$ cat src/hdl/leo_pkg.sv
// shared types, constants and a helper function of the latency offset estimator
`timescale 1ns / 1ps

package leo_pkg;

	// default fraction bits of the smoothed values
	localparam int FRAC_BITS_DEF = 16;
	// default depth of the queue between front and back
	localparam int QUEUE_DEPTH_DEF = 8;
	// records that can sit in the front pipeline beyond the one being accepted
	localparam int FRONT_INFLIGHT = 2;

	// alpha is unsigned Q0.16
	localparam int ALPHA_FRAC = 16;

	localparam int CFG_INDEX_W = 2;
	localparam int CFG_DATA_W  = 32;

	localparam logic [31:0] RTT_LIMIT_RESET = 32'd500000000;
	localparam logic [31:0] OUTLIER_RESET   = 32'd10000000;
	localparam logic [15:0] ALPHA_RESET     = 16'd6554;

	typedef enum logic [CFG_INDEX_W-1:0] {
		REG_RTT_LIMIT = 2'd0,
		REG_OUTLIER   = 2'd1,
		REG_ALPHA     = 2'd2
	} cfg_reg_t;

	typedef struct packed {
		logic [31:0] rtt_limit_ns;
		logic [31:0] offset_outlier_ns;
		logic [15:0] alpha_q16;
	} cfg_t;

	// one classified record handed from front to back
	typedef struct packed {
		logic [31:0]        seq;
		logic [31:0]        rtt;
		logic signed [63:0] up;
		logic signed [63:0] down;
		logic signed [63:0] offset;
		logic [63:0]        arrival;
	} qentry_t;

	typedef struct packed {
		logic head_valid;
		logic room;
	} q_status_t;

	typedef enum logic [2:0] {
		BK_CHECK,
		BK_MUL_LO,
		BK_MUL_HI,
		BK_SUM,
		BK_WRITE
	} back_state_t;

	// saturate a 66-bit signed value to signed 64 bits
	function automatic logic signed [63:0] sat64(input logic signed [65:0] v);
		logic signed [63:0] r;
		if (v[65:63] == 3'b000 || v[65:63] == 3'b111) begin
			r = v[63:0];
		end else if (v[65]) begin
			r = {1'b1, {63{1'b0}}};
		end else begin
			r = {1'b0, {63{1'b1}}};
		end
		return r;
	endfunction

endpackage

$ cat src/hdl/leo_queue.sv
// small register queue between front and back
`timescale 1ns / 1ps

module leo_queue #(
	parameter int DEPTH = leo_pkg::QUEUE_DEPTH_DEF
) (
	input  logic                clk,
	input  logic                arst_n,
	input  logic                push,
	input  leo_pkg::qentry_t    push_data,
	input  logic                pop,
	output leo_pkg::qentry_t    head,
	output leo_pkg::q_status_t  status
);
	import leo_pkg::*;

	localparam int PTR_W = $clog2(DEPTH);
	localparam int CNT_W = $clog2(DEPTH + 1);

	qentry_t            mem_q [DEPTH];
	logic [PTR_W-1:0]   wr_ptr_q;
	logic [PTR_W-1:0]   rd_ptr_q;
	logic [CNT_W-1:0]   count_q;

	always_ff @(posedge clk) begin
		if (push) begin
			mem_q[wr_ptr_q] <= push_data;
		end
	end

	always_ff @(posedge clk or negedge arst_n) begin
		if (!arst_n) begin
			wr_ptr_q <= '0;
			rd_ptr_q <= '0;
			count_q  <= '0;
		end else begin
			if (push) begin
				wr_ptr_q <= (wr_ptr_q == PTR_W'(DEPTH - 1)) ? '0 : wr_ptr_q + 1'b1;
			end
			if (pop) begin
				rd_ptr_q <= (rd_ptr_q == PTR_W'(DEPTH - 1)) ? '0 : rd_ptr_q + 1'b1;
			end
			case ({push, pop})
				2'b10:   count_q <= count_q + 1'b1;
				2'b01:   count_q <= count_q - 1'b1;
				default: count_q <= count_q;
			endcase
		end
	end

	assign head              = mem_q[rd_ptr_q];
	assign status.head_valid = (count_q != '0);
	// keep space for the records still inside the front pipeline
	assign status.room       = (count_q <= CNT_W'(DEPTH - 1 - FRONT_INFLIGHT));

endmodule

$ cat config.mk
export PLATFORM = sky130hd
export DESIGN_NAME = leo_queue
export DESIGN_NICKNAME = d
export VERILOG_FILES = /design/src/hdl/leo_pkg.sv /design/src/hdl/leo_queue.sv
export SDC_FILE = /design/constraint.sdc
export NUM_CORES = 2
export LEC_CHECK = 0
export ABC_AREA = 0
export ABC_CLOCK_PERIOD_IN_PS = 27900
export BUFFER_PORTS_ARGS = -buffer_cell sky130_fd_sc_hd__buf_2
export CAP_MARGIN = 25
export CORE_MARGIN = 4
export CORE_UTILIZATION = 60
export CTS_BUF_LIST = sky130_fd_sc_hd__clkbuf_4 sky130_fd_sc_hd__clkbuf_8 sky130_fd_sc_hd__clkbuf_16
export DETAILED_ROUTE_END_ITERATION = 16
export PLACE_DENSITY = 0.86
export SLEW_MARGIN = 0
export SYNTH_ARGS = -nofsm -noshare
export SYNTH_HDL_FRONTEND = slang
export SYNTH_SLANG_ARGS = --single-unit
$ cat constraint.sdc
create_clock -name clk -period 27.9 [get_ports clk]
set_input_delay 4.185 -clock clk [delete_from_list [all_inputs] [get_ports clk]]
set_output_delay 4.185 -clock clk [all_outputs]
set_load 0.03 [all_outputs]
Yosys cells after proc, flatten, opt, wreduce, memory -nomap -nowiden. Memory sizes are Yosys's and may differ from the RTL's. Cells that the tools add are included.

Bits in registers: 10. Bits in writable memories: 2560. Bits of input ports: 324. Output and inout bits: 322. Memories kept: 1.

Add/subtract/negate cells: 4. Order comparisons: 1. Eq/ne operators: 4. Multiplexer cells: 5. Reduce and logical (&&, ||, !) cells: 2.

Memories: mem_q (depth 8, bits a word 320, rd ports 1, clocked after Yosys merged registers in 0, wr ports 1, line leo_queue.sv:20) `qentry_t mem_q [DEPTH];`.

Operator list (number): 4-bit case mux with 2 select lines (1); 3-bit by 1-bit adder with 3-bit output (second input constant) (2); 3-bit == test (second input constant) (2); 3-bit 2-to-1 mux (2); 4-bit by 1-bit adder with 4-bit output (second input constant) (1); 4-bit by 3-bit <= comparator with 1-bit output (second input constant) (1); 4-bit nonzero test (1); 4-bit by 1-bit subtractor with 4-bit output (second input constant) (1); 2-bit by 1-bit == test with 1-bit output (second input constant) (1); 2-bit == test (second input constant) (1); 1-bit 2-to-1 mux (2); 2-bit nonzero test (1).

Depth between registers and ports, before layout.
Depth after elaboration: 2. Depth in mapped cells: 8. Depth with buffers taken out: 7.

Least setup slack after synthesis. No wires, ideal clock.

Path type: input to register. From: in push. To: mem mem_q[0][0] in the netlist's numbering, enable pin. Setup time: 1393 ps. Arrival: 25785 ps. Data required time: 26507 ps. Path slack: 721 ps. Stages: 2. Path buffers: 0. Path through: nand2b_1 > nor3_1.

Word-level cells in the longest chain between the ends: 2.

RTL lines: from (decl) (line leo_queue.sv:9) `input logic push,`; 1-bit 2-to-1 mux (line leo_queue.sv:26) `if (push) begin`; 1-bit 2-to-1 mux (implied by the code) (line leo_queue.sv:27) `mem_q[wr_ptr_q] <= push_data;`; to (decl) (line leo_queue.sv:20).

No other way between the ends.

==> summary.md <==
| Metric | Value |
|---|---|
| Cells after Synth | `3,764` |
| Die area | `167,000 sq um` |
| Critical Path RT | `23.72 ns` |
| PD cells | `113 nW/um^2` |
| Buf/Inv on CP | `7` |
| First DRT Iteration DRCs | `6,103` |
| DPL Wire Length | `115,000 microns` |
| Slew HR | `12.6%` |
| Layout Nets | `4,861` |
| CP arrival | `6.03 ns` |
| Fill count | `8,621` |
| Layout cells sized above 1 | `43.9%` |
| Post-synth cell types | `29` |
| Vias | `44,749` |
| Tightest Hold Check Type | `flop to flop` |
| Clk buf depth | `3` |
| Worst vdd ir | `109 uV` |
| Post-Place Setup Slack | `17.90 ns` |
| Worst setup SP type | `flop` |
| RSZ-0062 raised after global routing | `no` |
| Setup Fix Bufs, Post-CTS | `0` |
| Kind of critical path | `flop to output port` |
| CP Max Fanout | `101` |
| DRC viols | `0` |
| Dpl cells | `6,439` |
| Post-synth top area share | `79.6%` |
| Remaining antenna violation count | `0` |
| Syn Nets | `4,095` |
| Clock Sinks | `2,570` |
| CP Capture Type | `output port` |
| Yosys warns | `0` |
| Inserted Clock Buffers | `231` |
| Global route overflow | `0` |
| RD Place Congestion | `0.755` |
| First-pass GRT wire length | `329,000 microns` |
| Final TNS setup | `0 ns` |
| Final setup fails | `0` |
| Status | `complete, no violations` |
| Chip Width | `409 microns` |
| Worst path most repeated cell | `buf_4` |
| Htree depth | `4` |
| Hold Slack | `0.567 ns` |
| Post-synthesis sequential area ratio | `79.9%` |
| Post-Syn Area | `96,600 sq um` |
| Slew @ Worst Pin | `1.31 ns` |
| Final Skew | `0.0684 ns` |
| Largest net degree at the start of global routing | `163` |
| Root Driver | `clkbuf_16` |
| Max Fclk | `97.9 MHz` |
| Post-CTS Resized | `0` |
| Total global-route track usage | `26.9%` |
| Avg WL per Cell | `32.4 microns` |
| Mean Syn Cell Area | `25.7 sq um` |
| Vias per cell | `6.44` |
| Cell Chain, Critical Path | `buf_4 > buf_4 > buf_16 > buf_12 > buf_4 > buf_16 > mux4_2 > mux2_2 > buf_2` |
| CTS tree | `built` |
| Final period util | `36.6%` |
| Tmin final | `10.22 ns` |
| Leakage power | `35.6 nW` |
| Setup slack after layout | `17.68 ns` |
| Worst path max stage delay | `1.05 ns` |
| Dominant cell type by area after synthesis | `edfxtp_1` |
| Maxcap violations | `0` |
| Hold buffers post-CTS | `0` |
| Core Area | `159,000 sq um` |
| Final std cells w/o fill | `6,954` |
| Worst path slowest cell | `dfrtp_4` |
| Final wirelength | `225,000 microns` |
| # rows | `146` |
| Router iterations before antenna repair | `5` |
| Worst-Skew Late Latency | `0.85 ns` |
| Power Total | `12.5 mW` |
| I/O pins | `646` |
| Top cells by area, synth | `edfxtp_1, mux4_2, mux2_2` |
| #FFs+latches synth | `2,570` |
| Vias in the first global route | `46,754` |
| Slew Limit Fails | `0` |
| Critical path's top delay family | `buffers and inverters` |
| Reg clk slew, reported paths | `0.06 ns` |
| Buffers on Ports | `645` |
| Antenna violations before repair | `81` |
| Initial Util | `60.7%` |
| Syn-to-layout area delta | `14.1%` |
| Chip Height | `409 microns` |
| Final Hold Vio Count | `0` |
-- report_power, final --
part	leakage [nW]	total [mW]	internal (mW)	switching [mW]
Combinational	8.43	4.24	1.63	2.61
Sequential	23.4	5.03	4.83	0.199
Clock	3.82	3.21	1.79	1.43
Total	35.6	12.5	8.25	4.23
-- through the flow --
| step | instance area [sq um] | util (%) |
|---|---|---|
| 2_1_floorplan | 96600 | - |
| 5_1_grt | 110000 | 69.2 |
| 4_1_cts | 110000 | 69.1 |
| 3_3_place_gp | 102000 | 64.2 |
| 3_5_place_dp | 102000 | 64.2 |
| 6_report | 110000 | 69.3 |
-- path summary, 6_finish.rpt --
kind	slack (ns)	end	startpoint	cells after the start
worst max-delay path	17.68	head[51]	rd_ptr_q[0]$_DFFE_PN0P_	9
worst min-delay path	0.57	count_q[0]$_DFFE_PN0P_	count_q[0]$_DFFE_PN0P_	1
worst max register to register	23.90	mem_q[0][252]$_DFFE_PP_	wr_ptr_q[2]$_DFFE_PN0P_	5
worst min register to register	0.57	count_q[0]$_DFFE_PN0P_	count_q[0]$_DFFE_PN0P_	1
max in group asynchronous	24.47	rd_ptr_q[0]$_DFFE_PN0P_	arst_n	1
min in group asynchronous	3.19	count_q[3]$_DFFE_PN0P_	arst_n	1
-- placed cells by master, fill, tap and decap left out, types with 4 or more instances in the layout --
cell type / count
edfxtp_1: 2560
buf_2: 645
mux4_2: 640
mux2_2: 326
clkbuf_16: 231
diode_2: 83
clkinv_2: 59
buf_4: 55
clkinv_1: 47
clkbuf_4: 34
bufinv_16: 24
clkinvlp_4: 12
buf_12: 11
clkinv_16: 8
ha_1: 7
dfrtp_1: 7
nor2_4: 6
nor2_1: 4
buf_16: 4
-- synth_stat cells --
| cell | n |
|---|---|
| a211oi_1 | 1 |
| a21bo_2 | 1 |
| a21oi_1 | 3 |
| and2_1 | 1 |
| buf_1 | 33 |
| buf_2 | 34 |
| buf_6 | 43 |
| clkbuf_1 | 72 |
| dfrtp_1 | 10 |
| edfxtp_1 | 2560 |
| ha_1 | 7 |
| inv_1 | 3 |
| mux2_2 | 326 |
| mux2i_1 | 1 |
| mux4_2 | 640 |
| nand2_1 | 3 |
| nand2b_1 | 2 |
| nand3b_1 | 2 |
| nor2_1 | 10 |
| nor2b_1 | 1 |
| nor3_1 | 2 |
| o211ai_1 | 1 |
| o21ai_0 | 1 |
| o2bb2ai_1 | 1 |
| o41ai_1 | 1 |
| or4_1 | 1 |
| or4b_1 | 1 |
| xnor2_1 | 2 |
| xor2_1 | 1 |
-- worst reg2reg max path, cell delays in order, from the launching register on --
cell	delay, ns
dfrtp_1	0.42
nand2b_1	0.35
nor3_2	0.36
buf_4	0.63
buf_4	0.90
buf_4	0.89
-- metal layers --
| metal | GRT usage, % | vias up | wire (microns) |
|---|---|---|---|
| met5 | 0 | - | 190 |
| met4 | 10.0 | 28 | 8650 |
| met3 | 6.69 | 463 | 22200 |
| met2 | 44.7 | 2808 | 118000 |
| met1 | 35.2 | 23553 | 76700 |
| li1 | - | 17897 | - |
-- state kept, by name (all words and copies together), names as in the netlist --
signal and count:
wr_ptr_q 3, mem_q 2560, rd_ptr_q 3, count_q 4
-- cells by family (layout without fill, tap and decap cells) --
logic type / Yosys count / in the layout / synth area share, %
AOI/OAI and AO/OA: 9 / 9 / 0.0648
xor gates and xnor gates: 3 / 3 / 0.0272
adders and majority gates: 7 / 7 / 0.0907
buffers and inverters: 185 / 1146 / 1.10
DFF: 2570 / 2570 / 79.9
muxes: 967 / 967 / 18.7
other: 0 / 83 / 0
and+or+nand+nor: 23 / 23 / 0.121
-- cell type report --
| type | count | area, sq um | area share [%] |
|---|---|---|---|
| Clock buffer | 265 | 6040 | 5.48 |
| Clock inverter | 163 | 1700 | 1.54 |
| Multi-Input combinational cell | 1009 | 18400 | 16.7 |
| Inverter | 3 | 11.3 | 0.0102 |
| Sequential cell | 2570 | 77100 | 70.0 |
| Tap cell | 2146 | 2690 | 2.44 |
| Antenna cell | 83 | 208 | 0.188 |
| Timing Repair Buffer | 715 | 3970 | 3.60 |
Note: power is estimated with default switching activity, not from simulation.
