--- src/hdl/leo_pkg.sv ---
// shared types, constants and a helper function of the latency offset estimator
`timescale 1ns / 1ps

package leo_pkg;

	// default fraction bits of the smoothed values
	localparam int FRAC_BITS_DEF = 16;
	// default depth of the queue between front and back
	localparam int QUEUE_DEPTH_DEF = 8;
	// records that can sit in the front pipeline beyond the one being accepted
	localparam int FRONT_INFLIGHT = 2;

	// alpha is unsigned Q0.16
	localparam int ALPHA_FRAC = 16;

	localparam int CFG_INDEX_W = 2;
	localparam int CFG_DATA_W  = 32;

	localparam logic [31:0] RTT_LIMIT_RESET = 32'd500000000;
	localparam logic [31:0] OUTLIER_RESET   = 32'd10000000;
	localparam logic [15:0] ALPHA_RESET     = 16'd6554;

	typedef enum logic [CFG_INDEX_W-1:0] {
		REG_RTT_LIMIT = 2'd0,
		REG_OUTLIER   = 2'd1,
		REG_ALPHA     = 2'd2
	} cfg_reg_t;

	typedef struct packed {
		logic [31:0] rtt_limit_ns;
		logic [31:0] offset_outlier_ns;
		logic [15:0] alpha_q16;
	} cfg_t;

	// one classified record handed from front to back
	typedef struct packed {
		logic [31:0]        seq;
		logic [31:0]        rtt;
		logic signed [63:0] up;
		logic signed [63:0] down;
		logic signed [63:0] offset;
		logic [63:0]        arrival;
	} qentry_t;

	typedef struct packed {
		logic head_valid;
		logic room;
	} q_status_t;

	typedef enum logic [2:0] {
		BK_CHECK,
		BK_MUL_LO,
		BK_MUL_HI,
		BK_SUM,
		BK_WRITE
	} back_state_t;

	// saturate a 66-bit signed value to signed 64 bits
	function automatic logic signed [63:0] sat64(input logic signed [65:0] v);
		logic signed [63:0] r;
		if (v[65:63] == 3'b000 || v[65:63] == 3'b111) begin
			r = v[63:0];
		end else if (v[65]) begin
			r = {1'b1, {63{1'b0}}};
		end else begin
			r = {1'b0, {63{1'b1}}};
		end
		return r;
	endfunction

endpackage

--- src/hdl/leo_ifs.sv ---


interface leo_est_if;
	logic               valid;
	logic               ready;
	logic [31:0]        out_seq;
	logic [31:0]        round_trip_ns;
	logic signed [63:0] uplink_ns;
	logic signed [63:0] downlink_ns;
	logic signed [63:0] offset_ns;
	logic signed [63:0] smooth_offset_q16;
	logic [47:0]        smooth_rtt_q16;
	logic [63:0]        out_arrival_ns;

	modport source (
		output valid, out_seq, round_trip_ns, uplink_ns, downlink_ns, offset_ns,
		       smooth_offset_q16, smooth_rtt_q16, out_arrival_ns,
		input  ready
	);
	modport sink (
		input  valid, out_seq, round_trip_ns, uplink_ns, downlink_ns, offset_ns,
		       smooth_offset_q16, smooth_rtt_q16, out_arrival_ns,
		output ready
	);
endinterface


--- src/hdl/leo_back.sv ---
// back end: outlier check, smoothing filter and result register
`timescale 1ns / 1ps

module leo_back #(
	parameter int FRAC_BITS = leo_pkg::FRAC_BITS_DEF
) (
	input  logic               clk,
	input  logic               arst_n,
	input  leo_pkg::cfg_t      cfg,
	input  leo_pkg::q_status_t qstat,
	input  leo_pkg::qentry_t   head,
	output logic               pop,
	leo_est_if.source          est
);
	import leo_pkg::*;

	localparam int RQ_W = 48;

	back_state_t state_q, state_d;

	logic               filter_started_q;
	logic signed [63:0] s_off_q;
	logic [RQ_W-1:0]    s_rtt_q;

	qentry_t            ent_q;
	logic               seed_q;
	logic signed [63:0] x_off_q;
	logic [RQ_W-1:0]    x_rtt_q;
	logic signed [63:0] d_off_q;
	logic signed [48:0] d_rtt_q;
	logic signed [49:0] p_off_lo_q, p_off_hi_q, p_rtt_lo_q, p_rtt_hi_q;
	logic signed [63:0] step_off_q;
	logic signed [48:0] step_rtt_q;

	logic               est_valid_q;
	qentry_t            res_q;
	logic signed [63:0] res_soff_q;
	logic [RQ_W-1:0]    res_srtt_q;

	logic               capture;
	logic               commit;

	logic signed [63:0] x_off;
	logic [RQ_W-1:0]    x_rtt;
	logic signed [63:0] d_off;
	logic signed [48:0] d_rtt;
	logic signed [63:0] s_int;
	logic               frac_nz;
	logic signed [65:0] diff;
	logic signed [65:0] lim;
	logic signed [65:0] low_sum;
	logic               outlier;
	logic [FRAC_BITS:0] off_top;

	logic signed [16:0] alpha_s;
	logic signed [32:0] mop_off;
	logic signed [32:0] mop_rtt;
	logic signed [49:0] prod_off;
	logic signed [49:0] prod_rtt;
	logic signed [81:0] acc_off;
	logic signed [81:0] acc_rtt;

	logic signed [63:0] new_off;
	logic [RQ_W-1:0]    new_rtt;

	// new sample in fixed point, offset saturated
	assign off_top = head.offset[63:63-FRAC_BITS];
	always_comb begin
		if (&off_top || ~|off_top) begin
			x_off = head.offset <<< FRAC_BITS;
		end else if (head.offset[63]) begin
			x_off = {1'b1, {63{1'b0}}};
		end else begin
			x_off = {1'b0, {63{1'b1}}};
		end
	end
	assign x_rtt = RQ_W'({head.rtt, {FRAC_BITS{1'b0}}});

	assign d_off = sat64(66'(x_off) - 66'(s_off_q));
	assign d_rtt = $signed({1'b0, x_rtt}) - $signed({1'b0, s_rtt_q});

	// exact distance of offset from the smoothed offset
	assign s_int   = s_off_q >>> FRAC_BITS;
	assign frac_nz = |s_off_q[FRAC_BITS-1:0];
	assign diff    = 66'(head.offset) - 66'(s_int);
	assign lim     = $signed({34'b0, cfg.offset_outlier_ns});
	assign low_sum = diff + lim;
	assign outlier = filter_started_q &&
	                 ((diff > lim) || (low_sum < 0) || ((low_sum == 0) && frac_nz));

	// ema multiply split into the low 32 bits and the remaining high bits of the difference
	assign alpha_s  = $signed({1'b0, cfg.alpha_q16});
	assign mop_off  = (state_q == BK_MUL_LO) ? $signed({1'b0, d_off_q[31:0]})
	                                         : $signed({d_off_q[63], d_off_q[63:32]});
	assign mop_rtt  = (state_q == BK_MUL_LO) ? $signed({1'b0, d_rtt_q[31:0]})
	                                         : $signed({{16{d_rtt_q[48]}}, d_rtt_q[48:32]});
	assign prod_off = alpha_s * mop_off;
	assign prod_rtt = alpha_s * mop_rtt;

	assign acc_off = $signed({p_off_hi_q, 32'b0}) + 82'(p_off_lo_q);
	assign acc_rtt = $signed({p_rtt_hi_q, 32'b0}) + 82'(p_rtt_lo_q);

	assign new_off = seed_q ? x_off_q : s_off_q + step_off_q;
	assign new_rtt = seed_q ? x_rtt_q : s_rtt_q + step_rtt_q[RQ_W-1:0];

	always_comb begin
		state_d = state_q;
		case (state_q)
			BK_CHECK: begin
				if (capture) begin
					state_d = filter_started_q ? BK_MUL_LO : BK_WRITE;
				end
			end
			BK_MUL_LO: state_d = BK_MUL_HI;
			BK_MUL_HI: state_d = BK_SUM;
			BK_SUM:    state_d = BK_WRITE;
			BK_WRITE: begin
				if (commit) begin
					state_d = BK_CHECK;
				end
			end
			default:   state_d = BK_CHECK;
		endcase
	end

	always_comb begin
		pop     = 1'b0;
		capture = 1'b0;
		commit  = 1'b0;
		case (state_q)
			BK_CHECK: begin
				pop     = qstat.head_valid;
				capture = qstat.head_valid && !outlier;
			end
			BK_WRITE: commit = !est_valid_q || est.ready;
			default: begin
				pop = 1'b0;
			end
		endcase
	end

	always_ff @(posedge clk or negedge arst_n) begin
		if (!arst_n) begin
			state_q          <= BK_CHECK;
			filter_started_q <= 1'b0;
			s_off_q          <= '0;
			s_rtt_q          <= '0;
			est_valid_q      <= 1'b0;
		end else begin
			state_q <= state_d;
			if (commit) begin
				filter_started_q <= 1'b1;
				s_off_q          <= new_off;
				s_rtt_q          <= new_rtt;
				est_valid_q      <= 1'b1;
			end else if (est.ready) begin
				est_valid_q <= 1'b0;
			end
		end
	end

	always_ff @(posedge clk) begin
		if (capture) begin
			ent_q   <= head;
			seed_q  <= !filter_started_q;
			x_off_q <= x_off;
			x_rtt_q <= x_rtt;
			d_off_q <= d_off;
			d_rtt_q <= d_rtt;
		end
		if (state_q == BK_MUL_LO) begin
			p_off_lo_q <= prod_off;
			p_rtt_lo_q <= prod_rtt;
		end
		if (state_q == BK_MUL_HI) begin
			p_off_hi_q <= prod_off;
			p_rtt_hi_q <= prod_rtt;
		end
		if (state_q == BK_SUM) begin
			step_off_q <= acc_off[63+ALPHA_FRAC:ALPHA_FRAC];
			step_rtt_q <= acc_rtt[48+ALPHA_FRAC:ALPHA_FRAC];
		end
		if (commit) begin
			res_q      <= ent_q;
			res_soff_q <= new_off;
			res_srtt_q <= new_rtt;
		end
	end

	assign est.valid             = est_valid_q;
	assign est.out_seq           = res_q.seq;
	assign est.round_trip_ns     = res_q.rtt;
	assign est.uplink_ns         = res_q.up;
	assign est.downlink_ns       = res_q.down;
	assign est.offset_ns         = res_q.offset;
	assign est.smooth_offset_q16 = res_soff_q;
	assign est.smooth_rtt_q16    = res_srtt_q;
	assign est.out_arrival_ns    = res_q.arrival;

endmodule

--- src/flat_wrapper.sv ---
// flat-port wrapper written by rule: the top's interface ports become plain ports
module leo_back_flat import leo_pkg::*;
#(
	parameter int FRAC_BITS = leo_pkg::FRAC_BITS_DEF
)
  (clk, arst_n, cfg, qstat, head, pop, est_valid, est_out_seq, est_round_trip_ns, est_uplink_ns, est_downlink_ns, est_offset_ns, est_smooth_offset_q16, est_smooth_rtt_q16, est_out_arrival_ns, est_ready);
  leo_est_if est_i ();
  input  logic clk;
  input  logic arst_n;
  input  leo_pkg::cfg_t cfg;
  input  leo_pkg::q_status_t qstat;
  input  leo_pkg::qentry_t head;
  output logic pop;
  output wire logic [$bits(est_i.valid)-1:0] est_valid;
  output wire logic [$bits(est_i.out_seq)-1:0] est_out_seq;
  output wire logic [$bits(est_i.round_trip_ns)-1:0] est_round_trip_ns;
  output wire logic [$bits(est_i.uplink_ns)-1:0] est_uplink_ns;
  output wire logic [$bits(est_i.downlink_ns)-1:0] est_downlink_ns;
  output wire logic [$bits(est_i.offset_ns)-1:0] est_offset_ns;
  output wire logic [$bits(est_i.smooth_offset_q16)-1:0] est_smooth_offset_q16;
  output wire logic [$bits(est_i.smooth_rtt_q16)-1:0] est_smooth_rtt_q16;
  output wire logic [$bits(est_i.out_arrival_ns)-1:0] est_out_arrival_ns;
  input wire logic [$bits(est_i.ready)-1:0] est_ready;
  assign est_valid = est_i.valid;
  assign est_out_seq = est_i.out_seq;
  assign est_round_trip_ns = est_i.round_trip_ns;
  assign est_uplink_ns = est_i.uplink_ns;
  assign est_downlink_ns = est_i.downlink_ns;
  assign est_offset_ns = est_i.offset_ns;
  assign est_smooth_offset_q16 = est_i.smooth_offset_q16;
  assign est_smooth_rtt_q16 = est_i.smooth_rtt_q16;
  assign est_out_arrival_ns = est_i.out_arrival_ns;
  assign est_i.ready = est_ready;
  leo_back #(.FRAC_BITS(FRAC_BITS)) u_core (.clk(clk), .arst_n(arst_n), .cfg(cfg), .qstat(qstat), .head(head), .pop(pop), .est(est_i));
endmodule
--- config.mk ---
export PLATFORM = sky130hd
export DESIGN_NAME = leo_back_flat
export DESIGN_NICKNAME = d
export VERILOG_FILES = /design/src/hdl/leo_pkg.sv /design/src/hdl/leo_ifs.sv /design/src/hdl/leo_back.sv /design/src/flat_wrapper.sv
export SDC_FILE = /design/constraint.sdc
export NUM_CORES = 2
export LEC_CHECK = 0
export BUFFER_PORTS_ARGS = -buffer_cell sky130_fd_sc_hd__buf_2
export CAP_MARGIN = 20
export CORE_ASPECT_RATIO = 0.75
export CORE_UTILIZATION = 50
export DETAILED_ROUTE_END_ITERATION = 10
export GPL_TIMING_DRIVEN = 0
export PLACE_DENSITY_LB_ADDON = 0.2
export SYNTH_ARGS = -nofsm -noshare
export SYNTH_HDL_FRONTEND = slang
export SYNTH_SLANG_ARGS = --single-unit
export TNS_END_PERCENT = 5
--- constraint.sdc ---
create_clock -name clk -period 24 [get_ports clk]
set_input_delay 3.6 -clock clk [delete_from_list [all_inputs] [get_ports clk]]
set_output_delay 3.6 -clock clk [all_outputs]
set_load 0.02 [all_outputs]
# After elaboration in Yosys (flattened, before gate mapping)
# Index checks and enable logic that the tools add are counted.
# op_classes
addsub	8
multipliers	2
n_div	0
magnitude_cmp	2
eq_ne	7
shift	0
mux	17
n_bitwise	0
reduce_logical	20
# ops
cell	count
2-to-1 mux 64 bit	5
multiplier 17 x 33 -> 50 bit	2
adder 80 x 50 -> 80 bit	1
adder 66 x 33 -> 66 bit	1
> comparator 66 x 33 -> 1 bit	1
zero test 66 bit	1
< comparator 66 x 1 -> 1 bit (second input constant)	1
2-to-1 mux 33 bit	2
subtractor 64 x 48 -> 65 bit	1
subtractor 64 x 64 -> 65 bit	1
adder 64 x 50 -> 64 bit	1
adder 64 bit	1
subtractor 48 x 48 -> 49 bit	1
adder 48 bit	1
2-to-1 mux 48 bit	1
AND reduction 17 bit	1
OR reduction 17 bit	1
OR reduction 16 bit	1
case mux 3 bit (5 select lines)	1
2-to-1 mux 3 bit	3
equality test 3 x 2 -> 1 bit (second input constant)	2
equality test 3 bit (second input constant)	2
zero test 3 bit	2
logical OR 1 bit	5
7 further kinds	17
# totals
register_bits	1339
latch_bits	0
ramBits	0
rom_bits	0
input_bits	405
out_inout_bits	434
n_memories	0

# Depth between registers and ports, before layout
# logic_depth
depth_word	11
mapped_depth	34
ltp_nobuf	31

# Worst setup path before layout
# Ideal clock, no wire load.
# synth_path
path_type	input -> register
start	in head[68] (netlist name)
end	reg u_core.d_off_q[0] (enable)
setup_time_ns	0.893
arrival_ns	19.328
path_slack_ns	3.779
stages	25
cell_sequence	ha_1 > a21o_1 > or3_1 > o21a_2 > a21oi_1 > and2_1 > o21ai_0 > a21boi_0 > xnor2_1 > ha_1 > inv_1 > nand2_1 > nor3_1 > a2111o_1 > a31o_2 > a21oi_1 > o31ai_1 > nor3b_2 > and4_1 > and2_1 > and3b_1 > o21ai_1 > a2111oi_1 > a41oi_1 > o21a_1
# synth_via
elab_chain_len	9
elab_cells_between_ends	12
# synth_rtl
element	line	rtl
from (decl)	flat_wrapper.sv:12	input leo_pkg::qentry_t head;
subtractor 64 x 48 -> 65 bit (*)	leo_back.sv:85	assign diff = 66'(head.offset) - 66'(s_int);
adder 66 x 33 -> 66 bit	leo_back.sv:87	assign low_sum = diff + lim;
< comparator 66 x 1 -> 1 bit / zero test 66 bit (equally long branches)	leo_back.sv:89	((diff > lim) || (low_sum < 0) || ((low_sum == 0) && frac_nz));
logical OR 1 bit / logical AND 1 bit (equally long branches)	leo_back.sv:89	
logical OR 1 bit (*)	leo_back.sv:89	
logical AND 1 bit (*)	leo_back.sv:88	assign outlier = filter_started_q &&
zero test 1 bit (*)	leo_back.sv:133	capture = qstat.head_valid && !outlier;
logical AND 1 bit (*)	leo_back.sv:133	
2-to-1 mux 1 bit (*)	leo_back.sv:130	case (state_q)
named net u_core.capture	leo_back.sv:40	logic capture;
to (signal assigned)	leo_back.sv:168	d_off_q <= d_off;
to (decl)	leo_back.sv:29	logic signed [63:0] d_off_q;
# Mark *: on every way through the listed nets, which the timed path passes. The rest lies on a longest branch.
# A chain may end at the register's enable or synchronous reset.

# Final worst setup path
# layout_path
start	in cfg[7] (netlist name)
end	reg u_core.p_off_hi_q[46], data pin
# layout_via
elab_chain_len	1
# layout_rtl
element	line	rtl
from (decl)	flat_wrapper.sv:10	input leo_pkg::cfg_t cfg;
multiplier 17 x 33 -> 50 bit	leo_back.sv:97	assign prod_off = alpha_s * mop_off;
named net u_core.prod_off[46]	leo_back.sv:58	logic signed [49:0] prod_off;
to (signal assigned)	leo_back.sv:176	p_off_hi_q <= prod_off;
to (decl)	leo_back.sv:31	logic signed [49:0] p_off_lo_q, p_off_hi_q, p_rtt_lo_q, p_rtt_hi_q;
# The timed path passes the listed nets, and every way through them passes these cells.

==> out/qor.log <==
qor: status.outcome complete, no violations
qor: worst_setup_path.crit_end_category register
qor: clock_network.cts_root_buf sky130_fd_sc_hd__clkbuf_16
qor: synthesis.postSynth.topFlopCell sky130_fd_sc_hd__edfxtp_1
qor: clock_network.post_cts_hold_buffer_count 0
qor: flow_run.drv.max_cap_violation_count 0
qor: clock_network.postCtsSetupRepairBufs 0
qor: clock_network.cts_max_level 4
qor: detailed_routing.drtIter0Drc 8509
qor: sta.min_period_over_period 56.0%
qor: sta.final.setup.tns 0 ns
qor: clock_network.clkSlewWorstSetupHoldPaths 0.06 ns
qor: clock_network.ctsLongestPathBuffers 3
qor: sta.worst_hold_slack 0.376 ns
qor: pwr.p_comb_share 58.3%
qor: finish.design.final.nets 12600
qor: global_route.number_of_global_route_vias_before_repair 75300
qor: global_route.grt_pass1_wl 529000 µm
qor: finish.areaGrowthSynthToFinish 12.9%
qor: sta.finClkSkew 0.0843 ns
qor: place.pre_cts_ws 10.14 ns
qor: global_route.initial_antenna_violation_count 126
qor: finish.most_frequent_cells_in_the_layout 1472 x sky130_fd_sc_hd__inv_1, 1282 x sky130_fd_sc_hd__nand2_1, 1175 x sky130_fd_sc_hd__edfxtp_1
qor: sta.setup-violations-final 0
qor: sta.grt_setup_unrepaired false
qor: sta.finalMaxSlewViolations 0
qor: synthesis.postSynthCellCount 9544
qor: clock_network.cts_resized 0
qor: synthesis.syn_avg_cell_area 10.6 µm²
qor: pwr.p_int 6510 µW
qor: worst_setup_path.worst_path_cell_with_the_longest_stage_delay sky130_fd_sc_hd__clkbuf_1
qor: worst_setup_path.path_common_cell sky130_fd_sc_hd__fa_1
qor: detailed_routing.antenna_left 0
qor: clock_network.cts_inserted_buffers 133
qor: place.placement.cell_area 109000 µm²
qor: pwr.worst_ir_drop_vdd 0.000448 V
qor: worst_setup_path.max_fo_critical_path 10
qor: worst_hold_path.hold_path_class reg2reg
qor: global_route.pin_count_of_the_biggest_net_entering_global_routing 73
qor: global_route.grtUsageTotal 36.3%
qor: synthesis.synth_seq_cells 1292
qor: place.dp_hpwl 311000 µm
qor: synthesis.ys.warnings.count 0
qor: place.gp_congestion 1.00
qor: global_route.total_global_routing_overflow 0
qor: sta.post-route-min-period 13.45 ns
qor: clock_network.numClockSinks 1292
qor: die.floorplan.die.width 521 µm
qor: finish.most_common_cell_after_layout_fill_and_taps_aside sky130_fd_sc_hd__inv_1
qor: worst_setup_path.timing.critical_path.slowest_cell_delay 0.87 ns
qor: synthesis.mappedNetlistArea 101000 µm²
qor: synthesis.synth-edff-count 1175
qor: synthesis.yosysSeqAreaShare 37.8%
qor: sta.timing_worst_slew_pin_value 1.25 ns
qor: worst_setup_path.required_time_at_the_worst_slack_endpoint 24.39 ns
qor: clock_network.clock_latency 0.81 ns
qor: die.floorplan.rows 142
qor: pwr.total_leakage_power 0.0500 µW
qor: synthesis.syn_nets 11600
qor: pwr.sequentialPowerShare 24.3%
qor: pwr.power_frac_clock 17.4%
qor: sta.maxClockFrequency 74.4 MHz
qor: synthesis.ys_async_sr_fraction 9.06%
qor: detailed_routing.routed_via_density 5.81
qor: detailed_routing.totalWireLength 371000 µm
qor: worst_setup_path.worst_setup_start_kind input port
qor: detailed_routing.dr_total_vias 77700
qor: pwr.net-switching-power 5710 µW
qor: detailed_routing.drt_first_pass_iters 6
qor: finish.design_area 114000 µm²
qor: die.ios 839
qor: die.die_area 204000 µm²
qor: place.port_buffers 792
qor: detailed_routing.post-route-drc-count 0
qor: die.die_h 391 µm
qor: die.starting_density_of_the_core 50.4%
qor: sta.slew-limit-headroom 16.0%
qor: worst_setup_path.criticalPathCategory in2reg
qor: finish.drive_above_1_share 11.5%
qor: worst_setup_path.worstPathArrival 13.83 ns
qor: pwr.cellPowerDensity 107 nW/µm²
qor: sta.final-hold-violation-count 0
qor: sta.timing.final.ws_setup 10.55 ns
qor: clock_network.cts_tree yes
qor: detailed_routing.post_drt_wl_per_cell 27.8 µm
qor: synthesis.post_synth_num_cell_types 106
qor: die.core 200000 µm²
qor: pwr.power.share.switching 46.7%
## power groups by stage
stage	sequential, µW	clock (µW)	combinational (µW)
floorplan	3000	0	3970
global placement	3030	0	6610
detailed placement	3010	0	6880
CTS	2970	2150	6940
global route	2970	2240	7620
finish	2970	2130	7120
## flip-flops by register name, summed over array words and instances, names as in the netlist, 32 cells and up
| signal | flops |
|---|---|
| u_core.est.downlink_ns | 64 |
| u_core.est.round_trip_ns | 32 |
| u_core.x_off_q | 49 |
| u_core.s_off_q | 64 |
| u_core.d_rtt_q | 49 |
| u_core.p_off_lo_q | 34 |
| u_core.ent_q | 320 |
| u_core.est.uplink_ns | 64 |
| u_core.d_off_q | 64 |
| u_core.p_rtt_lo_q | 34 |
| u_core.step_off_q | 64 |
| u_core.est.offset_ns | 64 |
| u_core.est.smooth_offset_q16 | 64 |
| u_core.est.out_seq | 32 |
| u_core.p_off_hi_q | 48 |
| u_core.s_rtt_q | 48 |
| u_core.p_rtt_hi_q | 32 |
| u_core.step_rtt_q | 48 |
| u_core.est.smooth_rtt_q16 | 48 |
| u_core.est.out_arrival_ns | 64 |
## kinds of logic (layout without fill, tap and decap cells)
kind of cell	Yosys count	count (layout)	share of synthesized area, %
flops	1292	1292	37.8
mux	88	88	0.972
compound gates	1654	1654	10.4
xor+xnor	432	432	3.75
other cells	0	63	0
simple gates	2600	2600	12.0
buf+inv	1808	2907	6.76
fa+ha+maj	1670	1670	28.2
## path summary, 6_finish.rpt
kind | start | end | slack [ns] | cells after the start
worst max register to register | u_core.state_q[2] | u_core.p_off_hi_q[46] | 11.88 | 32
worst min register to register | u_core.ent_q[244] | u_core.est.uplink_ns[52] | 0.38 | 0
worst min-delay path | u_core.ent_q[244] | u_core.est.uplink_ns[52] | 0.38 | 0
worst max-delay path | cfg[7] | u_core.p_off_hi_q[46] | 10.55 | 29
min in group asynchronous | arst_n | u_core.s_off_q[29] | 2.75 | 1
max in group asynchronous | arst_n | u_core.s_rtt_q[4] | 20.28 | 2
## final cells by class
class                      count  area, µm²
inverter                    1472       5530
clock inverter                80        985
buffer                       336       1310
multi-input combinational   6444      56000
antenna                       63        158
tap                         2664       3330
sequential                  1292      38200
timing repair buffer         855       5030
clock buffer                 164       3490
fill                       17500      86200
## stage by stage
stage	total power, µW	utilization (%)	cells
2_1_floorplan	6970	-	9544
3_3_place_gp	9630	54.1	13000
3_5_place_dp	9900	54.6	13100
4_1_cts	12100	56.9	13300
5_1_grt	12800	56.9	13300
6_report	12200	57.0	13400
## per-layer routing
| layer | vias to the layer above | GRT usage [%] | part of all wire, % |
|---|---|---|---|
| li1 | 33900 | - | - |
| met1 | 39100 | 50.9 | 41 |
| met2 | 4035 | 52.8 | 43 |
| met3 | 592 | 8.99 | 11 |
| met4 | 20 | 17.1 | 5.0 |
| met5 | - | 0.190 | 0.047 |
## cell usage after synthesis, types with 12 or more instances
library cell | count | area [µm²]
sky130_fd_sc_hd__nand2_1 | 1282 | 4810
sky130_fd_sc_hd__o22ai_1 | 13 | 81.3
sky130_fd_sc_hd__a21boi_0 | 16 | 120
sky130_fd_sc_hd__o21ai_0 | 386 | 1930
sky130_fd_sc_hd__nor2b_1 | 94 | 588
sky130_fd_sc_hd__buf_2 | 16 | 80.1
sky130_fd_sc_hd__o21a_1 | 69 | 518
sky130_fd_sc_hd__nor4_1 | 45 | 282
sky130_fd_sc_hd__o2111ai_1 | 14 | 123
sky130_fd_sc_hd__a31oi_1 | 51 | 319
sky130_fd_sc_hd__a21o_1 | 253 | 1900
sky130_fd_sc_hd__dfrtp_1 | 117 | 2930
sky130_fd_sc_hd__or3_1 | 28 | 175
sky130_fd_sc_hd__nand2b_1 | 77 | 482
sky130_fd_sc_hd__or2_2 | 19 | 119
sky130_fd_sc_hd__a21oi_1 | 483 | 2420
sky130_fd_sc_hd__a211oi_1 | 41 | 308
sky130_fd_sc_hd__xnor2_1 | 286 | 2500
sky130_fd_sc_hd__mux2_2 | 77 | 867
sky130_fd_sc_hd__nor2_1 | 340 | 1280
sky130_fd_sc_hd__nor3_1 | 109 | 546
sky130_fd_sc_hd__o21bai_1 | 67 | 503
sky130_fd_sc_hd__nor3b_1 | 17 | 128
sky130_fd_sc_hd__xor2_1 | 145 | 1270
sky130_fd_sc_hd__inv_1 | 1472 | 5530
sky130_fd_sc_hd__and3_1 | 39 | 244
sky130_fd_sc_hd__nand4_1 | 83 | 519
sky130_fd_sc_hd__a211o_1 | 16 | 140
sky130_fd_sc_hd__o31ai_1 | 45 | 338
sky130_fd_sc_hd__ha_1 | 652 | 8160
sky130_fd_sc_hd__and4_1 | 18 | 158
sky130_fd_sc_hd__o211ai_1 | 29 | 218
sky130_fd_sc_hd__and2_1 | 312 | 1950
sky130_fd_sc_hd__clkbuf_1 | 294 | 1100
sky130_fd_sc_hd__edfxtp_1 | 1175 | 35300
sky130_fd_sc_hd__nand3_1 | 96 | 480
sky130_fd_sc_hd__buf_1 | 21 | 78.8
sky130_fd_sc_hd__fa_1 | 1013 | 20300
sky130_fd_sc_hd__or4_1 | 12 | 90.1
## worst max-delay path, delay by kind of cell
kind / cells / cell delay, ns
AO/OA/AOI/OAI: 10 / 3.53
AND/OR/NAND/NOR: 3 / 0.50
XOR/XNOR: 1 / 0.82
adder cells (fa/ha/maj): 7 / 3.34
buffers and inverters: 8 / 2.02
No activity file was read; power rests on OpenSTA's default activity.
